`src/sv/adc_calibrate_and_average_core_macros.svh`:
```
// Assertion macros for the ADC calibrate and average core.
`ifndef ADC_CALIBRATE_AND_AVERAGE_CORE_MACROS_SVH
`define ADC_CALIBRATE_AND_AVERAGE_CORE_MACROS_SVH

`ifndef SYNTHESIS
// Same-cycle implication, checked out of reset.
`define ACA_ASSERT_SAME(lbl, clk, rstn, ante, cons) \
  lbl: assert property (@(posedge clk) disable iff (!rstn) (ante) |-> (cons)) \
    else $error("assertion failed");
// Next-cycle implication, checked out of reset.
`define ACA_ASSERT_NEXT(lbl, clk, rstn, ante, cons) \
  lbl: assert property (@(posedge clk) disable iff (!rstn) (ante) |=> (cons)) \
    else $error("assertion failed");
`else
`define ACA_ASSERT_SAME(lbl, clk, rstn, ante, cons)
`define ACA_ASSERT_NEXT(lbl, clk, rstn, ante, cons)
`endif

`endif

```
`src/sv/aca_pkg.sv`:
```
package aca_pkg;

  localparam int unsigned MaxSamples = 16384;
  localparam int unsigned SeenW      = $clog2(MaxSamples + 1);
  localparam int unsigned DvsrW      = SeenW + 1;
  localparam int unsigned CodeW      = 14;
  localparam int unsigned GainW      = 16;
  localparam int unsigned ProdW      = CodeW + GainW;
  localparam int unsigned SumW       = 33;
  localparam int unsigned DivSteps   = SumW;
  localparam int unsigned StepW      = $clog2(DivSteps);
  localparam int unsigned MeanW      = 18;
  localparam int unsigned CountW     = 15;
  localparam int unsigned CfgIdxW    = 2;
  localparam int unsigned CfgDataW   = 16;
  localparam int unsigned FoldShift  = 13;
  localparam int unsigned FoldW      = 18;

  localparam logic [CfgIdxW-1:0] CfgCodeOffset   = 2'd0;
  localparam logic [CfgIdxW-1:0] CfgPositiveGain = 2'd1;
  localparam logic [CfgIdxW-1:0] CfgNegativeGain = 2'd2;

  localparam logic [GainW-1:0] GainReset      = 16'd16384;
  localparam logic [CodeW:0]   CodeFullScale  = 15'd16384;
  localparam logic [FoldShift:0] PosDivisor   = 14'd8191;
  localparam logic [SumW-1:0]  PosRoundBias   = SumW'(4095);
  localparam logic [ProdW:0]   NegRoundBias   = (ProdW + 1)'(2048);
  localparam int unsigned      NegShift       = 12;
  localparam logic [SumW-1:0]  MeanPosMax     = SumW'(131071);
  localparam logic [SumW-1:0]  MeanNegMag     = SumW'(131072);

  typedef struct packed {
    logic [CodeW-1:0] raw_code;
    logic             last_sample;
  } in_item_t;

  typedef struct packed {
    logic signed [MeanW-1:0] mean_value;
    logic [CountW-1:0]       sample_count;
  } out_item_t;

  typedef enum logic [3:0] {
    S_IDLE,
    S_MUL,
    S_CVT,
    S_FOLD,
    S_FIX,
    S_DIV,
    S_ACC,
    S_MSETUP,
    S_OUT
  } state_e;

endpackage

```
`src/sv/adc_calibrate_and_average_core.sv`:
```
// Per sample: a negative code passes IDLE, MUL and CVT, and a positive code also
// FOLD, FIX and ACC, where the divide by 8191 folds the 13-bit halves of the dividend.
// The last sample of a run adds the mean: setup in MSETUP, a 33-step restoring
// divider in DIV and a result load in OUT, which waits while an earlier result is held.
// Reset (rst_ni low, asynchronous) clears the run, the output valid and sets
// the registers to offset 0 and both gains to 1.0.
`include "adc_calibrate_and_average_core_macros.svh"

module adc_calibrate_and_average_core (
  input  logic                                clk_i,
  input  logic                                rst_ni,
  input  logic                                in_valid_i,
  output logic                                in_ready_o,
  input  aca_pkg::in_item_t                   in_data_i,
  output logic                                out_valid_o,
  input  logic                                out_ready_i,
  output aca_pkg::out_item_t                  out_data_o,
  input  logic                                cfg_valid_i,
  output logic                                cfg_ready_o,
  input  logic [aca_pkg::CfgIdxW-1:0]         cfg_index_i,
  input  logic [aca_pkg::CfgDataW-1:0]        cfg_data_i
);

  aca_pkg::state_e state_q, state_d;

  logic [aca_pkg::CodeW-1:0]  offset_q;
  logic [aca_pkg::GainW-1:0]  pos_gain_q, neg_gain_q;

  logic [aca_pkg::CodeW-1:0]  operand_q;
  logic                       neg_code_q;
  logic                       last_q;
  logic [aca_pkg::ProdW-1:0]  prod_q;

  logic signed [aca_pkg::SumW-1:0] sum_q;
  logic [aca_pkg::SeenW-1:0]       seen_q;

  logic [aca_pkg::SumW-1:0]   quo_q;
  logic [aca_pkg::DvsrW-1:0]  rem_q;
  logic [aca_pkg::DvsrW-1:0]  dvsr_q;
  logic [aca_pkg::StepW-1:0]  step_q;
  logic                       neg_sum_q;
  logic [aca_pkg::FoldW-1:0]  fold_q;

  logic                       out_valid_q;
  aca_pkg::out_item_t         out_data_q;

  logic                       in_fire, cfg_fire, room, div_last, out_load;
  logic [aca_pkg::CodeW-1:0]  code_w;
  logic [aca_pkg::CodeW:0]    neg_mag_w;
  logic [aca_pkg::DvsrW:0]    trial;
  logic                       trial_ge;
  logic [aca_pkg::DvsrW-1:0]  rem_nxt;
  logic [aca_pkg::SumW-1:0]   quo_nxt;
  logic [aca_pkg::ProdW:0]    neg_round;
  logic [aca_pkg::SumW-1:0]   sum_mag;
  logic [aca_pkg::MeanW-1:0]  mean_w;
  logic [aca_pkg::FoldW-1:0]  fold_w;
  logic [aca_pkg::FoldShift:0] fold_low;
  logic                       fold_carry;

  assign in_fire  = in_valid_i && in_ready_o;
  assign cfg_fire = cfg_valid_i && cfg_ready_o;
  assign room     = seen_q < aca_pkg::SeenW'(aca_pkg::MaxSamples);
  assign div_last = step_q == aca_pkg::StepW'(aca_pkg::DivSteps - 1);
  assign out_load = (state_q == aca_pkg::S_OUT) && (!out_valid_q || out_ready_i);

  assign code_w    = in_data_i.raw_code + offset_q;
  assign neg_mag_w = aca_pkg::CodeFullScale - {1'b0, code_w};

  // One restoring-division step: shift the next dividend bit into the remainder.
  assign trial    = {rem_q, quo_q[aca_pkg::SumW-1]};
  assign trial_ge = trial >= {1'b0, dvsr_q};
  assign rem_nxt  = trial_ge ? aca_pkg::DvsrW'(trial - {1'b0, dvsr_q})
                             : trial[aca_pkg::DvsrW-1:0];
  assign quo_nxt  = {quo_q[aca_pkg::SumW-2:0], trial_ge};

  // With x = hi * 8192 + lo we have x = hi * 8191 + (hi + lo), so the quotient
  // by 8191 is hi plus the small quotient of hi + lo, found by folding once more.
  assign fold_w     = aca_pkg::FoldW'(quo_q[aca_pkg::SumW-1:aca_pkg::FoldShift])
                    + aca_pkg::FoldW'(quo_q[aca_pkg::FoldShift-1:0]);
  assign fold_low   = {1'b0, fold_q[aca_pkg::FoldShift-1:0]}
                    + (aca_pkg::FoldShift + 1)'(fold_q[aca_pkg::FoldW-1:aca_pkg::FoldShift]);
  assign fold_carry = fold_low >= aca_pkg::PosDivisor;

  assign neg_round = {1'b0, prod_q} + aca_pkg::NegRoundBias;
  assign sum_mag   = sum_q[aca_pkg::SumW-1] ? aca_pkg::SumW'(-sum_q) : sum_q;

  always_comb begin
    if (neg_sum_q) begin
      mean_w = (quo_q > aca_pkg::MeanNegMag) ? aca_pkg::MeanW'(aca_pkg::MeanNegMag)
                                              : aca_pkg::MeanW'(-quo_q);
    end else begin
      mean_w = (quo_q > aca_pkg::MeanPosMax) ? aca_pkg::MeanW'(aca_pkg::MeanPosMax)
                                              : quo_q[aca_pkg::MeanW-1:0];
    end
  end

  always_comb begin
    state_d = state_q;
    case (state_q)
      aca_pkg::S_IDLE: begin
        if (in_fire) begin
          if (room) state_d = aca_pkg::S_MUL;
          else if (in_data_i.last_sample) state_d = aca_pkg::S_MSETUP;
        end
      end
      aca_pkg::S_MUL: state_d = aca_pkg::S_CVT;
      aca_pkg::S_CVT: begin
        if (!neg_code_q) state_d = aca_pkg::S_FOLD;
        else if (last_q) state_d = aca_pkg::S_MSETUP;
        else state_d = aca_pkg::S_IDLE;
      end
      aca_pkg::S_FOLD: state_d = aca_pkg::S_FIX;
      aca_pkg::S_FIX: state_d = aca_pkg::S_ACC;
      aca_pkg::S_DIV: begin
        if (div_last) state_d = aca_pkg::S_OUT;
      end
      aca_pkg::S_ACC: state_d = last_q ? aca_pkg::S_MSETUP : aca_pkg::S_IDLE;
      aca_pkg::S_MSETUP: state_d = aca_pkg::S_DIV;
      aca_pkg::S_OUT: begin
        if (out_load) state_d = aca_pkg::S_IDLE;
      end
      default: state_d = aca_pkg::S_IDLE;
    endcase
  end

  always_comb begin
    cfg_ready_o = 1'b1;
    case (state_q)
      aca_pkg::S_IDLE: in_ready_o = 1'b1;
      default:         in_ready_o = 1'b0;
    endcase
  end

  always_ff @(posedge clk_i or negedge rst_ni) begin
    if (!rst_ni) begin
      state_q     <= aca_pkg::S_IDLE;
      offset_q    <= '0;
      pos_gain_q  <= aca_pkg::GainReset;
      neg_gain_q  <= aca_pkg::GainReset;
      sum_q       <= '0;
      seen_q      <= '0;
      step_q      <= '0;
      out_valid_q <= 1'b0;
    end else begin
      state_q <= state_d;
      if (cfg_fire) begin
        case (cfg_index_i)
          aca_pkg::CfgCodeOffset:   offset_q   <= cfg_data_i[aca_pkg::CodeW-1:0];
          aca_pkg::CfgPositiveGain: pos_gain_q <= cfg_data_i;
          aca_pkg::CfgNegativeGain: neg_gain_q <= cfg_data_i;
          default: ;
        endcase
      end
      case (state_q)
        aca_pkg::S_CVT: begin
          if (neg_code_q) begin
            sum_q  <= sum_q - $signed(aca_pkg::SumW'(neg_round[aca_pkg::ProdW:aca_pkg::NegShift]));
            seen_q <= seen_q + 1'b1;
          end
        end
        aca_pkg::S_DIV:  step_q <= step_q + 1'b1;
        aca_pkg::S_ACC: begin
          sum_q  <= sum_q + $signed(quo_q);
          seen_q <= seen_q + 1'b1;
        end
        aca_pkg::S_MSETUP: begin
          step_q <= '0;
        end
        aca_pkg::S_OUT: begin
          if (out_load) begin
            sum_q  <= '0;
            seen_q <= '0;
          end
        end
        default: ;
      endcase
      if (out_load) out_valid_q <= 1'b1;
      else if (out_ready_i) out_valid_q <= 1'b0;
    end
  end

  // Datapath registers without reset.
  always_ff @(posedge clk_i) begin
    case (state_q)
      aca_pkg::S_IDLE: begin
        if (in_fire) begin
          neg_code_q <= code_w[aca_pkg::CodeW-1];
          operand_q  <= code_w[aca_pkg::CodeW-1] ? neg_mag_w[aca_pkg::CodeW-1:0] : code_w;
          last_q     <= in_data_i.last_sample;
        end
      end
      aca_pkg::S_MUL: prod_q <= (neg_code_q ? neg_gain_q : pos_gain_q) * operand_q;
      aca_pkg::S_CVT: begin
        quo_q <= aca_pkg::SumW'({prod_q, 1'b0}) + aca_pkg::PosRoundBias;
      end
      aca_pkg::S_FOLD: begin
        fold_q <= fold_w;
        quo_q  <= quo_q >> aca_pkg::FoldShift;
      end
      aca_pkg::S_FIX: begin
        quo_q <= quo_q + aca_pkg::SumW'(fold_q[aca_pkg::FoldW-1:aca_pkg::FoldShift])
               + aca_pkg::SumW'(fold_carry);
      end
      aca_pkg::S_DIV: begin
        quo_q <= quo_nxt;
        rem_q <= rem_nxt;
      end
      aca_pkg::S_MSETUP: begin
        // The run always counts at least one sample, so the count is nonzero.
        neg_sum_q <= sum_q[aca_pkg::SumW-1];
        quo_q     <= aca_pkg::SumW'({sum_mag, 1'b0}) + aca_pkg::SumW'(seen_q);
        rem_q     <= '0;
        dvsr_q    <= {seen_q, 1'b0};
      end
      aca_pkg::S_OUT: begin
        if (out_load) begin
          out_data_q.mean_value   <= mean_w;
          out_data_q.sample_count <= aca_pkg::CountW'(seen_q);
        end
      end
      default: ;
    endcase
  end

  assign out_valid_o = out_valid_q;
  assign out_data_o  = out_data_q;

  `ACA_ASSERT_SAME(a_seen_bound, clk_i, rst_ni, 1'b1, seen_q <= aca_pkg::SeenW'(aca_pkg::MaxSamples))
  `ACA_ASSERT_SAME(a_step_bound, clk_i, rst_ni, state_q == aca_pkg::S_DIV, step_q < aca_pkg::StepW'(aca_pkg::DivSteps))
  `ACA_ASSERT_NEXT(a_run_cleared, clk_i, rst_ni, out_load, sum_q == '0 && seen_q == '0 && out_valid_q)

endmodule

```
`config.mk`:
```
export PLATFORM = sky130hd
export DESIGN_NAME = adc_calibrate_and_average_core
export DESIGN_NICKNAME = d
export VERILOG_FILES = /design/src/sv/aca_pkg.sv /design/src/sv/adc_calibrate_and_average_core.sv
export VERILOG_INCLUDE_DIRS = /design/src /design/src/sv
export SDC_FILE = /design/constraint.sdc
export NUM_CORES = 1
export LEC_CHECK = 0
export ABC_AREA = 1
export BUFFER_PORTS_ARGS = -buffer_cell sky130_fd_sc_hd__buf_2
export CAP_MARGIN = 20
export CORE_ASPECT_RATIO = 1.2
export CORE_UTILIZATION = 45
export CTS_BUF_LIST = sky130_fd_sc_hd__clkbuf_16
export DETAILED_ROUTE_END_ITERATION = 16
export SLEW_MARGIN = 20
export SYNTH_ARGS = -nofsm -noshare
export SYNTH_HDL_FRONTEND = slang
export SYNTH_SLANG_ARGS = --single-unit
```
`constraint.sdc`:
```
create_clock -name clk_i -period 7.5 [get_ports clk_i]
set_input_delay 0.75 -clock clk_i [delete_from_list [all_inputs] [get_ports clk_i]]
set_output_delay 0.75 -clock clk_i [all_outputs]
set_load 0.1 [all_outputs]
```
## Word level (Yosys, flattened, before mapping)

Index checks and enable logic that the tools add are counted.

- Register bits after elaboration: 267
- Word-level logic and storage cells: 102
- Output and inout bits: 36

- Eq/ne operators: 16
- Order comparisons: 5
- Multipliers: 1
- Add/sub/neg operators: 16
- Mux-type cells: 27
- Reductions and logical operators: 17

Operators with widths:

| cell | count |
|---|---|
| case mux 33 bit (5 select lines) | 1 |
| case mux 33 bit (3 select lines) | 1 |
| 2-to-1 mux 33 bit | 2 |
| 2-to-1 mux 18 bit | 3 |
| case mux 15 bit (3 select lines) | 1 |
| case mux 4 bit (9 select lines) | 1 |
| adder 33 x 1 -> 33 bit | 1 |
| adder 33 x 15 -> 33 bit | 1 |
| adder 33 bit | 1 |
| adder 33 x 5 -> 33 bit | 1 |
| greater-than comparator 33 x 17 -> 1 bit (second input constant) | 1 |
| greater-than comparator 33 x 18 -> 1 bit (second input constant) | 1 |
| subtractor 33 x 20 -> 33 bit | 1 |
| adder 31 x 12 -> 32 bit (second input constant) | 1 |
| 2-to-1 mux 16 bit | 2 |
| 2-to-1 mux 32 bit | 1 |
| negator 32 bit | 1 |
| case mux 16 bit (2 select lines) | 1 |
| adder 30 x 12 -> 31 bit (second input constant) | 1 |
| multiplier 16 x 14 -> 30 bit | 1 |
| 2-to-1 mux 15 bit | 2 |
| 2-to-1 mux 4 bit | 5 |
| adder 18 x 13 -> 18 bit | 1 |
| negator 18 bit | 1 |
| other kinds (33) | 49 |

## Longest topological paths before layout

Gate-level depths: netlist of the first run.

- Depth in word-level cells: 5
- Depth in mapped cells: 29
- Mapped depth without buffers: 28

## Worst setup path after synthesis of the first run

Ideal clock, no wire load.

- Kind: reg2reg
- Start: reg neg_code_q
- End: reg prod_q[26] (netlist bit) (data pin)
- Arrival: 6081 ps
- Path buffers: 1
- Cell stages (with the launch flop): 24
- Data required time: 7241 ps
- Clock period less this slack: 6340 ps
- Path slack: 1160 ps
- Cell sequence: edfxtp_1 > inv_1 > clkbuf_1 > or2_2 > o21ai_1 > inv_1 > nand2_1 > fa_1 > fa_1 > inv_1 > fa_1 > fa_1 > fa_1 > inv_1 > fa_1 > inv_1 > ha_1 > nand2_1 > nor4_1 > nand4_1 > nand3_1 > a21o_1 > a21oi_1 > xnor2_1

- Cells in the longest elaborated chain, start to end: 2

RTL lines:

| item | line | source |
|---|---|---|
| start: declaration | adc_calibrate_and_average_core.sv:30 | `logic neg_code_q;` |
| start signal: assignment | adc_calibrate_and_average_core.sv:188 | `neg_code_q <= code_w[aca_pkg::CodeW-1];` |
| 2-to-1 mux 16 bit | adc_calibrate_and_average_core.sv:193 | `aca_pkg::S_MUL: prod_q <= (neg_code_q ? neg_gain_q : pos_gain_q) * operand_q;` |
| multiplier 16 x 14 -> 30 bit | adc_calibrate_and_average_core.sv:193 |  |
| end signal: assignment | adc_calibrate_and_average_core.sv:193 |  |
| end: declaration | adc_calibrate_and_average_core.sv:32 | `logic [aca_pkg::ProdW-1:0] prod_q;` |

No other way between the ends.
A chain may end at the register's enable or synchronous reset.

## Worst setup path in the final report of the first run

Same ends and word-level chain as after synthesis.

==> flow_summary_export.csv, run 1 <==
group,metric,value,unit
status,outcome,"finished clean",
critical_path,r2r-end,"prod_q[26]",
yosys,yosys_warnings,0,
route,vias,24103,
timing,max_slew_margin,0.2559,
grt,grt_pass1_wl,136.1,mm
finish,seq_area,7495,um2
grt,track_usage,0.2920,
placed_design,place.gp.congestion,1.020,
timing,finClkSkew,0.01622,ns
yosys,ys_types,58,
timing,period_share,0.9236,
yosys,syn_area_per_cell,7.617,um2
run,max-cap-violations,0,
finish,syn_to_final_growth,9.092,%
critical_path,worstSetupStartpointType,"flop",
route,totalWireLength,87.70,mm
clock_tree,path_clk_slew,0.07,ns
floorplan,initial_utilization,0.4547,
route,wire_per_inst,19.77,um
route,drt_iter0_markers,1780,
placed_design,hpwl,71.06,mm
timing,finalCriticalPeriod,6.927,ns
critical_path,cpPeakStageDelay,0.54,ns
clock_tree,htree_levels,2,
finish,layout.nets,4020,
finish,multi_input_area,17150,um2
placed_design,io_buffers,72,
grt,grt_max_degree,65,
grt,grt.overflow.total,0,
clock_tree,cts_root_buf,"clkbuf_16",
timing,finalSetupViolCount,0,
critical_path,crit_type,"reg -> reg",
critical_path,cp_slowest_cell,"fa_1",
clock_tree,clock-sinks,267,
timing,grt_setup_unrepaired,"false",
finish,layout-drive-gt1-share,0.06520,
placed_design,pre_cts_slack,0.6868,ns
critical_path,cpMostUsedCell,"fa_1",
floorplan,die-area,61080,um2
grt,grt_pass1_vias,23998,
route,avgViaCountPerCell,5.433,
critical_path,crit_chain,"inv_1 -> or2_2 -> o21ai_1 -> inv_1 -> nand2_1 -> fa_1 -> fa_1 -> fa_1 -> inv_1 -> fa_1 -> fa_1 -> inv_1 -> fa_1 -> inv_1 -> ha_1 -> nand2_1 -> nor4_1 -> nand4_1 -> nand3_1 -> a21o_1 -> a21oi_1 -> xnor2_1",
route,dr_wl_met3,3.776,mm
route,ant_nets,0,
clock_tree,clock_latency,0.56,ns
yosys,async_reset_ff_frac,0.3933,
critical_path,crit_family,"adder cells",
critical_path,worst-path-buf-inv,5,
clock_tree,cts_hold_buffers,0,
critical_path,cp_max_fo,19,
yosys,ys_seq_area_frac,0.2772,
route,highest_layer,"met4",
yosys,syn-num-nets,3961,
clock_tree,clockBufferDepth,3,
critical_path,regToRegSetupSlack,0.57,ns
finish,layout.core_utilization,0.4960,
finish,fill_cells,5962,
floorplan,fp-row-count,98,
floorplan,design.core.area,59470,um2
timing,finalWorstSetupSlack,0.5728,ns
clock_tree,numCtsBuffers,34,
yosys,netlist_area,27040,um2
yosys,synthFlopType,"edfxtp_1",
clock_tree,cts_resized,0,
critical_path,cp.required,7.80,ns
critical_path,reg2regPathDepth,22,
critical_path,reg2reg_from,"neg_code_q",
timing,slew_viol_final,0,
yosys,ys_ff_latch,267,
timing,hold_violations,0,
route,drc,0,
floorplan,ios,74,
route,wl_met2,42.46,mm
hold_path,hp-class,"in -> async",
critical_path,worstPathArrival,7.23,ns
critical_path,crit_path_end_kind,"flop",
timing,worstMarginPinSlew,1.115,ns
yosys,synth_edf_count,162,
timing,timing.fmax,144.4,MHz
route,drt_pass1_iterations,6,
yosys,synth_cells,3550,
route,met1Wirelength,34.15,mm
clock_tree,cts_tree,"yes",
floorplan,die_w,225.8,um
grt,antenna_found_initial,1,
clock_tree,cts_setup_buffers,0,
floorplan,die_height,270.5,um
timing,fin_tns_setup,0,ns
==> flip-flops by register name, indices dropped and copies added (netlist names), 4 cells and up <==
register and flops:
step_q 6, rem_q 16, sum_q 33, prod_q 30, fold_q 18, operand_q 14
out_data_o 33, offset_q 14, state_q 4, seen_q 15, quo_q 33, pos_gain_q 16
dvsr_q 15, neg_gain_q 16
==> how the worst max path moves through the flow <==
stage / startpoint / endpoint / slack [ns] / cells after the start
finish: neg_code_q / prod_q[26] / 0.57 / 22
global route: neg_code_q / prod_q[26] / 0.13 / 22
CTS: neg_code_q / prod_q[26] / 0.64 / 22
floorplan: neg_code_q / prod_q[26] / 1.16 / 23
detailed placement: neg_code_q / prod_q[26] / 0.69 / 22
global placement: neg_code_q / prod_q[26] / 0.79 / 22
==> cell usage after synthesis (14+ instances only) <==
cell type  count  share of area
nand2_1      774           0.11
o211ai_1      16         0.0044
a21oi_1      179          0.033
nand4_1       56          0.013
o22ai_1       25         0.0058
nor2_1       372          0.052
nor4_1        16         0.0037
a31oi_1       14         0.0032
inv_1        551          0.076
nand3_1      189          0.035
ha_1         200          0.093
xor2_1       110          0.036
fa_1         173           0.13
dfrtp_1      103          0.095
or2_2         27         0.0062
edfxtp_1     162           0.18
clkbuf_1      58         0.0081
nor3_1        50         0.0093
o21ai_0      249          0.046
nand3b_1      17         0.0047
a21o_1        15         0.0042
xnor2_1       38          0.012
==> cell families (layout without fill, tap and decap cells) <==
family                   Yosys count  in the layout  synth area share
buffers and inverters            640            725           0.09009
flip-flops                       267            267            0.2772
other                              1              2         0.0001387
AO/OA/AOI/OAI                    570            570            0.1174
XOR/XNOR                         150            150           0.04914
AND/OR/NAND/NOR                 1549           1549            0.2454
adder cells (fa/ha/maj)          373            373            0.2206
==> area by class of cell <==
cell class                 instances  share of cell area
sequential                       267              0.2541
inverter                         564             0.07176
timing repair buffer              99             0.01985
antenna                            1          0.00008483
clock inverter                    27            0.009246
tap                              800             0.03393
multi-input combinational       2643              0.5814
clock buffer                      35             0.02969
==> metrics by stage <==
stage / hold WS, ns / std cells / instance area (um2)
after floorplan: 0.4413 / 3550 / 27040
after global placement: 0.4623 / 4371 / 28310
after detailed placement: 0.4673 / 4372 / 28320
after CTS: 0.1964 / 4434 / 29470
after global routing: 0.2275 / 4436 / 29500
final: 0.1934 / 4436 / 29500
==> cells in the final DEF (no fill, tap or decap), drive strengths merged, types with 16 or more instances in the layout <==
cell	count
dfrtp	103
nand4	58
clkbuf	35
o211ai	16
o22ai	25
clkinv	18
nor4	16
fa	173
buf	99
nand3	191
nand3b	17
edfxtp	162
xnor2	38
or2	28
a21oi	181
ha	200
o21ai	260
inv	565
nor3	57
nand2	782
xor2	112
nor2	387
==> metal layers <==
| metal | vias up | track usage |
|---|---|---|
| met5 | - | 0 |
| met4 | 0 | 0.2111 |
| met3 | 276 | 0.03475 |
| met1 | 11310 | 0.3323 |
| li1 | 11743 | - |
| met2 | 774 | 0.5031 |
Power of run 1 is not shown: default switching activity piles up to over one toggle a cycle in this logic, so the estimate is an artifact.
==> run 2: changes to the inputs <==
- CTS_CLUSTER_SIZE: default -> 24
- RECOVER_POWER: default -> 50
==> flow_summary_export.csv, run 2 (same netlist as run 1, synthesis figures left out) <==
group,metric,value,unit
clock_tree,cts_root_buf,"clkbuf_16",
clock_tree,clockBufferDepth,3,
timing,grt_setup_unrepaired,"false",
finish,syn_to_final_growth,8.782,%
critical_path,cpMostUsedCell,"fa_1",
run,max-cap-violations,6,
finish,fill_cells,5979,
clock_tree,cts_resized,0,
clock_tree,cts_hold_buffers,0,
timing,timing.fmax,143.8,MHz
critical_path,crit_path_end_kind,"flop",
critical_path,cp_slowest_cell,"fa_1",
critical_path,reg2regPathDepth,23,
route,drc,0,
critical_path,cp_max_fo,19,
floorplan,die_height,270.5,um
critical_path,worst-path-buf-inv,6,
route,totalWireLength,87.69,mm
clock_tree,clock_latency,0.57,ns
finish,layout-drive-gt1-share,0.06080,
placed_design,dp.cells,4372,
floorplan,design.core.area,59470,um2
timing,slew_viol_final,242,
hold_path,worstHoldPathCells,2,
clock_tree,htree_levels,2,
critical_path,worstSetupStartpointType,"flop",
finish,finalNonFillerCells,4436,
clock_tree,cts_tree,"yes",
route,drt_iter0_markers,1813,
critical_path,cpPeakStageDelay,0.55,ns
critical_path,cp.required,7.80,ns
placed_design,place.gp.congestion,1.020,
status,violations,"capacitance limit, slew limit",
floorplan,initial_utilization,0.4547,
floorplan,die_w,225.8,um
critical_path,worstPathArrival,7.25,ns
floorplan,fp-row-count,98,
hold_path,hp-class,"in -> reg",
grt,grt_max_degree,65,
grt,grt_pass1_vias,23998,
critical_path,cp_num_cells,23,
route,wire_per_inst,19.77,um
timing,worstMarginPinSlew,3.453,ns
route,avgViaCountPerCell,5.440,
clock_tree,cts_setup_buffers,0,
grt,grt_pass1_wl,136.1,mm
critical_path,crit_chain,"inv_1 -> or2_2 -> o21ai_0 -> clkbuf_1 -> inv_1 -> nand2_1 -> fa_1 -> fa_1 -> inv_1 -> fa_1 -> fa_1 -> fa_1 -> inv_1 -> fa_1 -> inv_1 -> ha_1 -> nand2_1 -> nor4_1 -> nand4_1 -> nand3_1 -> a21o_1 -> a21oi_1 -> xnor2_1",
timing,hold_violations,0,
floorplan,die-area,61080,um2
critical_path,crit_family,"adder cells",
grt,track_usage,0.2920,
timing,max_slew_margin,-1.302,
timing,finClkSkew,0.01872,ns
route,drt_pass1_iterations,6,
clock_tree,clock-sinks,267,
status,outcome,"complete, but fails checks",
finish,layout.nets,4020,
critical_path,regToRegSetupSlack,0.55,ns
grt,antenna_found_initial,1,
timing,finalCriticalPeriod,6.952,ns
route,ant_nets,0,
clock_tree,numCtsBuffers,34,
placed_design,hpwl,71.06,mm
timing,hold_ws,0.3858,ns
timing,fin_tns_setup,0,ns
placed_design,io_buffers,72,
finish,final_common_cell,"nand2_1",
timing,period_share,0.9269,
critical_path,crit_type,"reg -> reg",
route,vias,24133,
clock_tree,path_clk_slew,0.06,ns
grt,grt.overflow.total,0,
timing,finalSetupViolCount,0,
finish,final_cell_mix,"nand2_1, inv_1, nor2_1",
floorplan,ios,74,
==> run 2: changes by cell type in the layout (fill, tap and decap cells not counted), sizes merged <==
cell / previous run / this run
buf: 99 / 87
clkbuf: 35 / 47
==> run 2: per-stage QoR <==
step,instance area (um2),util,worst slack (ns)
after floorplan,27040,-,1.160
after global placement,28310,0.4760,0.7887
after detailed placement,28320,0.4763,0.6868
after CTS,29470,0.4956,0.6413
after global routing,29420,0.4946,0.1339
final,29420,0.4946,0.5481
==> run 2: metal layers <==
layer	vias up	share of wire	GRT usage	wire [um]
met5	-	0	0	0
met1	11312	0.39	0.3323	34130
met4	0	0.085	0.2111	7454
met2	794	0.48	0.5031	42300
met3	289	0.043	0.03475	3805
li1	11738	-	-	-
==> run 2: worst paths after layout <==
| kind | from | end |
|---|---|---|
| worst max-delay path | neg_code_q | prod_q[26] |
| worst min-delay path | out_ready_i | out_valid_o |
| worst max register to register | neg_code_q | prod_q[26] |
| worst min register to register | pos_gain_q[12] | pos_gain_q[12] |
| max in group asynchronous | rst_ni | neg_gain_q[12] |
| min in group asynchronous | rst_ni | sum_q[11] |
==> run 2: layout make-up <==
type                       instances  area, um2  share of cell area
clock buffer                      35      875.8             0.02977
clock inverter                    27      272.8            0.009273
antenna                            1      2.502          0.00008507
multi-input combinational       2643      17130              0.5822
tap                              800       1001             0.03403
timing repair buffer              99      525.5             0.01786
inverter                         564       2117             0.07197
sequential                       267       7495              0.2548
Power of run 2 is left out for the same reason.
==> run 3: changes to the inputs <==
- MAX_ROUTING_LAYER: default -> met4
==> flow_summary_export.csv, run 3 (same netlist as run 1, synthesis figures left out) <==
group,metric,value,unit
placed_design,hpwl,71.73,mm
grt,grt.overflow.total,0,
status,violations,"capacitance limit, slew limit",
clock_tree,clockBufferDepth,3,
critical_path,worst-path-buf-inv,6,
clock_tree,cts_tree,"yes",
clock_tree,cts_setup_buffers,0,
timing,period_share,0.9258,
critical_path,worstPathArrival,7.30,ns
timing,hold_violations,0,
clock_tree,cts_resized,0,
grt,grt_max_degree,64,
clock_tree,cts_root_buf,"clkbuf_16",
critical_path,crit_path_end_kind,"flop",
placed_design,place.gp.congestion,1.014,
timing,grt_setup_unrepaired,"false",
finish,final_cell_mix,"nand2_1, inv_1, nor2_1",
timing,worstMarginPinSlew,3.529,ns
hold_path,hp-class,"in -> reg",
timing,finalCriticalPeriod,6.944,ns
finish,syn_to_final_growth,8.467,%
floorplan,fp-row-count,98,
grt,grt_pass1_vias,23882,
placed_design,place_area,28320,um2
route,totalWireLength,88.23,mm
run,max-cap-violations,6,
critical_path,worstSetupStartpointType,"flop",
finish,finalInstanceArea,29330,um2
floorplan,die-area,61080,um2
route,avgViaCountPerCell,5.428,
timing,finClkSkew,0.02114,ns
timing,finalSetupViolCount,0,
grt,track_usage,0.2987,
route,drc,0,
timing,timing.fmax,144.0,MHz
critical_path,cp.required,7.86,ns
finish,final_common_cell,"nand2_1",
clock_tree,clock_latency,0.62,ns
route,drt_iter0_markers,1630,
finish,finalNonFillerCells,4432,
route,vias,24058,
floorplan,design.core.area,59470,um2
timing,slew_viol_final,242,
finish,layout-drive-gt1-share,0.05949,
critical_path,cp_slowest_cell,"fa_1",
critical_path,crit_chain,"inv_1 -> or2_2 -> o21ai_0 -> clkbuf_1 -> inv_1 -> nand2_1 -> fa_1 -> fa_1 -> inv_1 -> fa_1 -> fa_1 -> fa_1 -> inv_1 -> fa_1 -> inv_1 -> ha_1 -> nand2_1 -> nor4_1 -> nand4_1 -> nand3_1 -> a21o_1 -> a21oi_1 -> xnor2_1",
critical_path,cp_max_fo,20,
critical_path,crit_type,"reg -> reg",
placed_design,io_buffers,72,
floorplan,die_height,270.5,um
timing,fin_tns_setup,0,ns
timing,max_slew_margin,-1.353,
critical_path,regToRegSetupSlack,0.56,ns
clock_tree,clock-sinks,267,
placed_design,dp.cells,4372,
critical_path,cpMostUsedCell,"fa_1",
critical_path,crit_family,"adder cells",
finish,layout.nets,4017,
status,outcome,"complete, but fails checks",
critical_path,cpPeakStageDelay,0.55,ns
finish,layout.core_utilization,0.4932,
route,wire_per_inst,19.91,um
grt,antenna_found_initial,0,
floorplan,ios,74,
clock_tree,path_clk_slew,0.06,ns
route,drt_pass1_iterations,6,
clock_tree,cts_hold_buffers,0,
finish,fill_cells,5936,
floorplan,initial_utilization,0.4547,
clock_tree,htree_levels,1,
route,ant_nets,0,
clock_tree,numCtsBuffers,31,
grt,grt_pass1_wl,135.9,mm
floorplan,die_w,225.8,um
-- run 3: final timing paths --
check	startpoint	cells past startpoint	end
worst max-delay path	neg_code_q	23	prod_q[26]
worst min-delay path	out_ready_i	2	out_valid_o
worst max register to register	neg_code_q	23	prod_q[26]
worst min register to register	neg_gain_q[7]	2	neg_gain_q[7]
max in group asynchronous	rst_ni	2	neg_gain_q[12]
min in group asynchronous	rst_ni	1	sum_q[11]
-- run 3: per-stage QoR --
step           hold WS (ns)  worst slack (ns)
5_1_grt              0.3306            0.1788
3_3_place_gp         0.4593            0.7725
3_5_place_dp         0.4667            0.6391
6_report             0.3286            0.5564
2_1_floorplan        0.4413             1.160
4_1_cts              0.1368            0.6095
-- run 3: layout make-up --
type	count	area (um2)	area share
Antenna cell	1	2.502	0.00008532
Timing Repair Buffer	99	525.5	0.01792
Sequential cell	267	7495	0.2555
Clock buffer	32	800.8	0.02730
Tap cell	800	1001	0.03413
Multi-Input combinational cell	2643	17120	0.5838
Clock inverter	26	265.3	0.009044
Inverter	564	2117	0.07218
-- run 3: metal layers --
metal | up-vias | GRT usage | wire length (um)
met5 | - | - | 0
met4 | 0 | 0.1955 | 6895
met3 | 248 | 0.02650 | 3953
met2 | 739 | 0.5107 | 43190
met1 | 11361 | 0.3311 | 34200
li1 | 11710 | - | -
Power of run 3 is left out for the same reason.
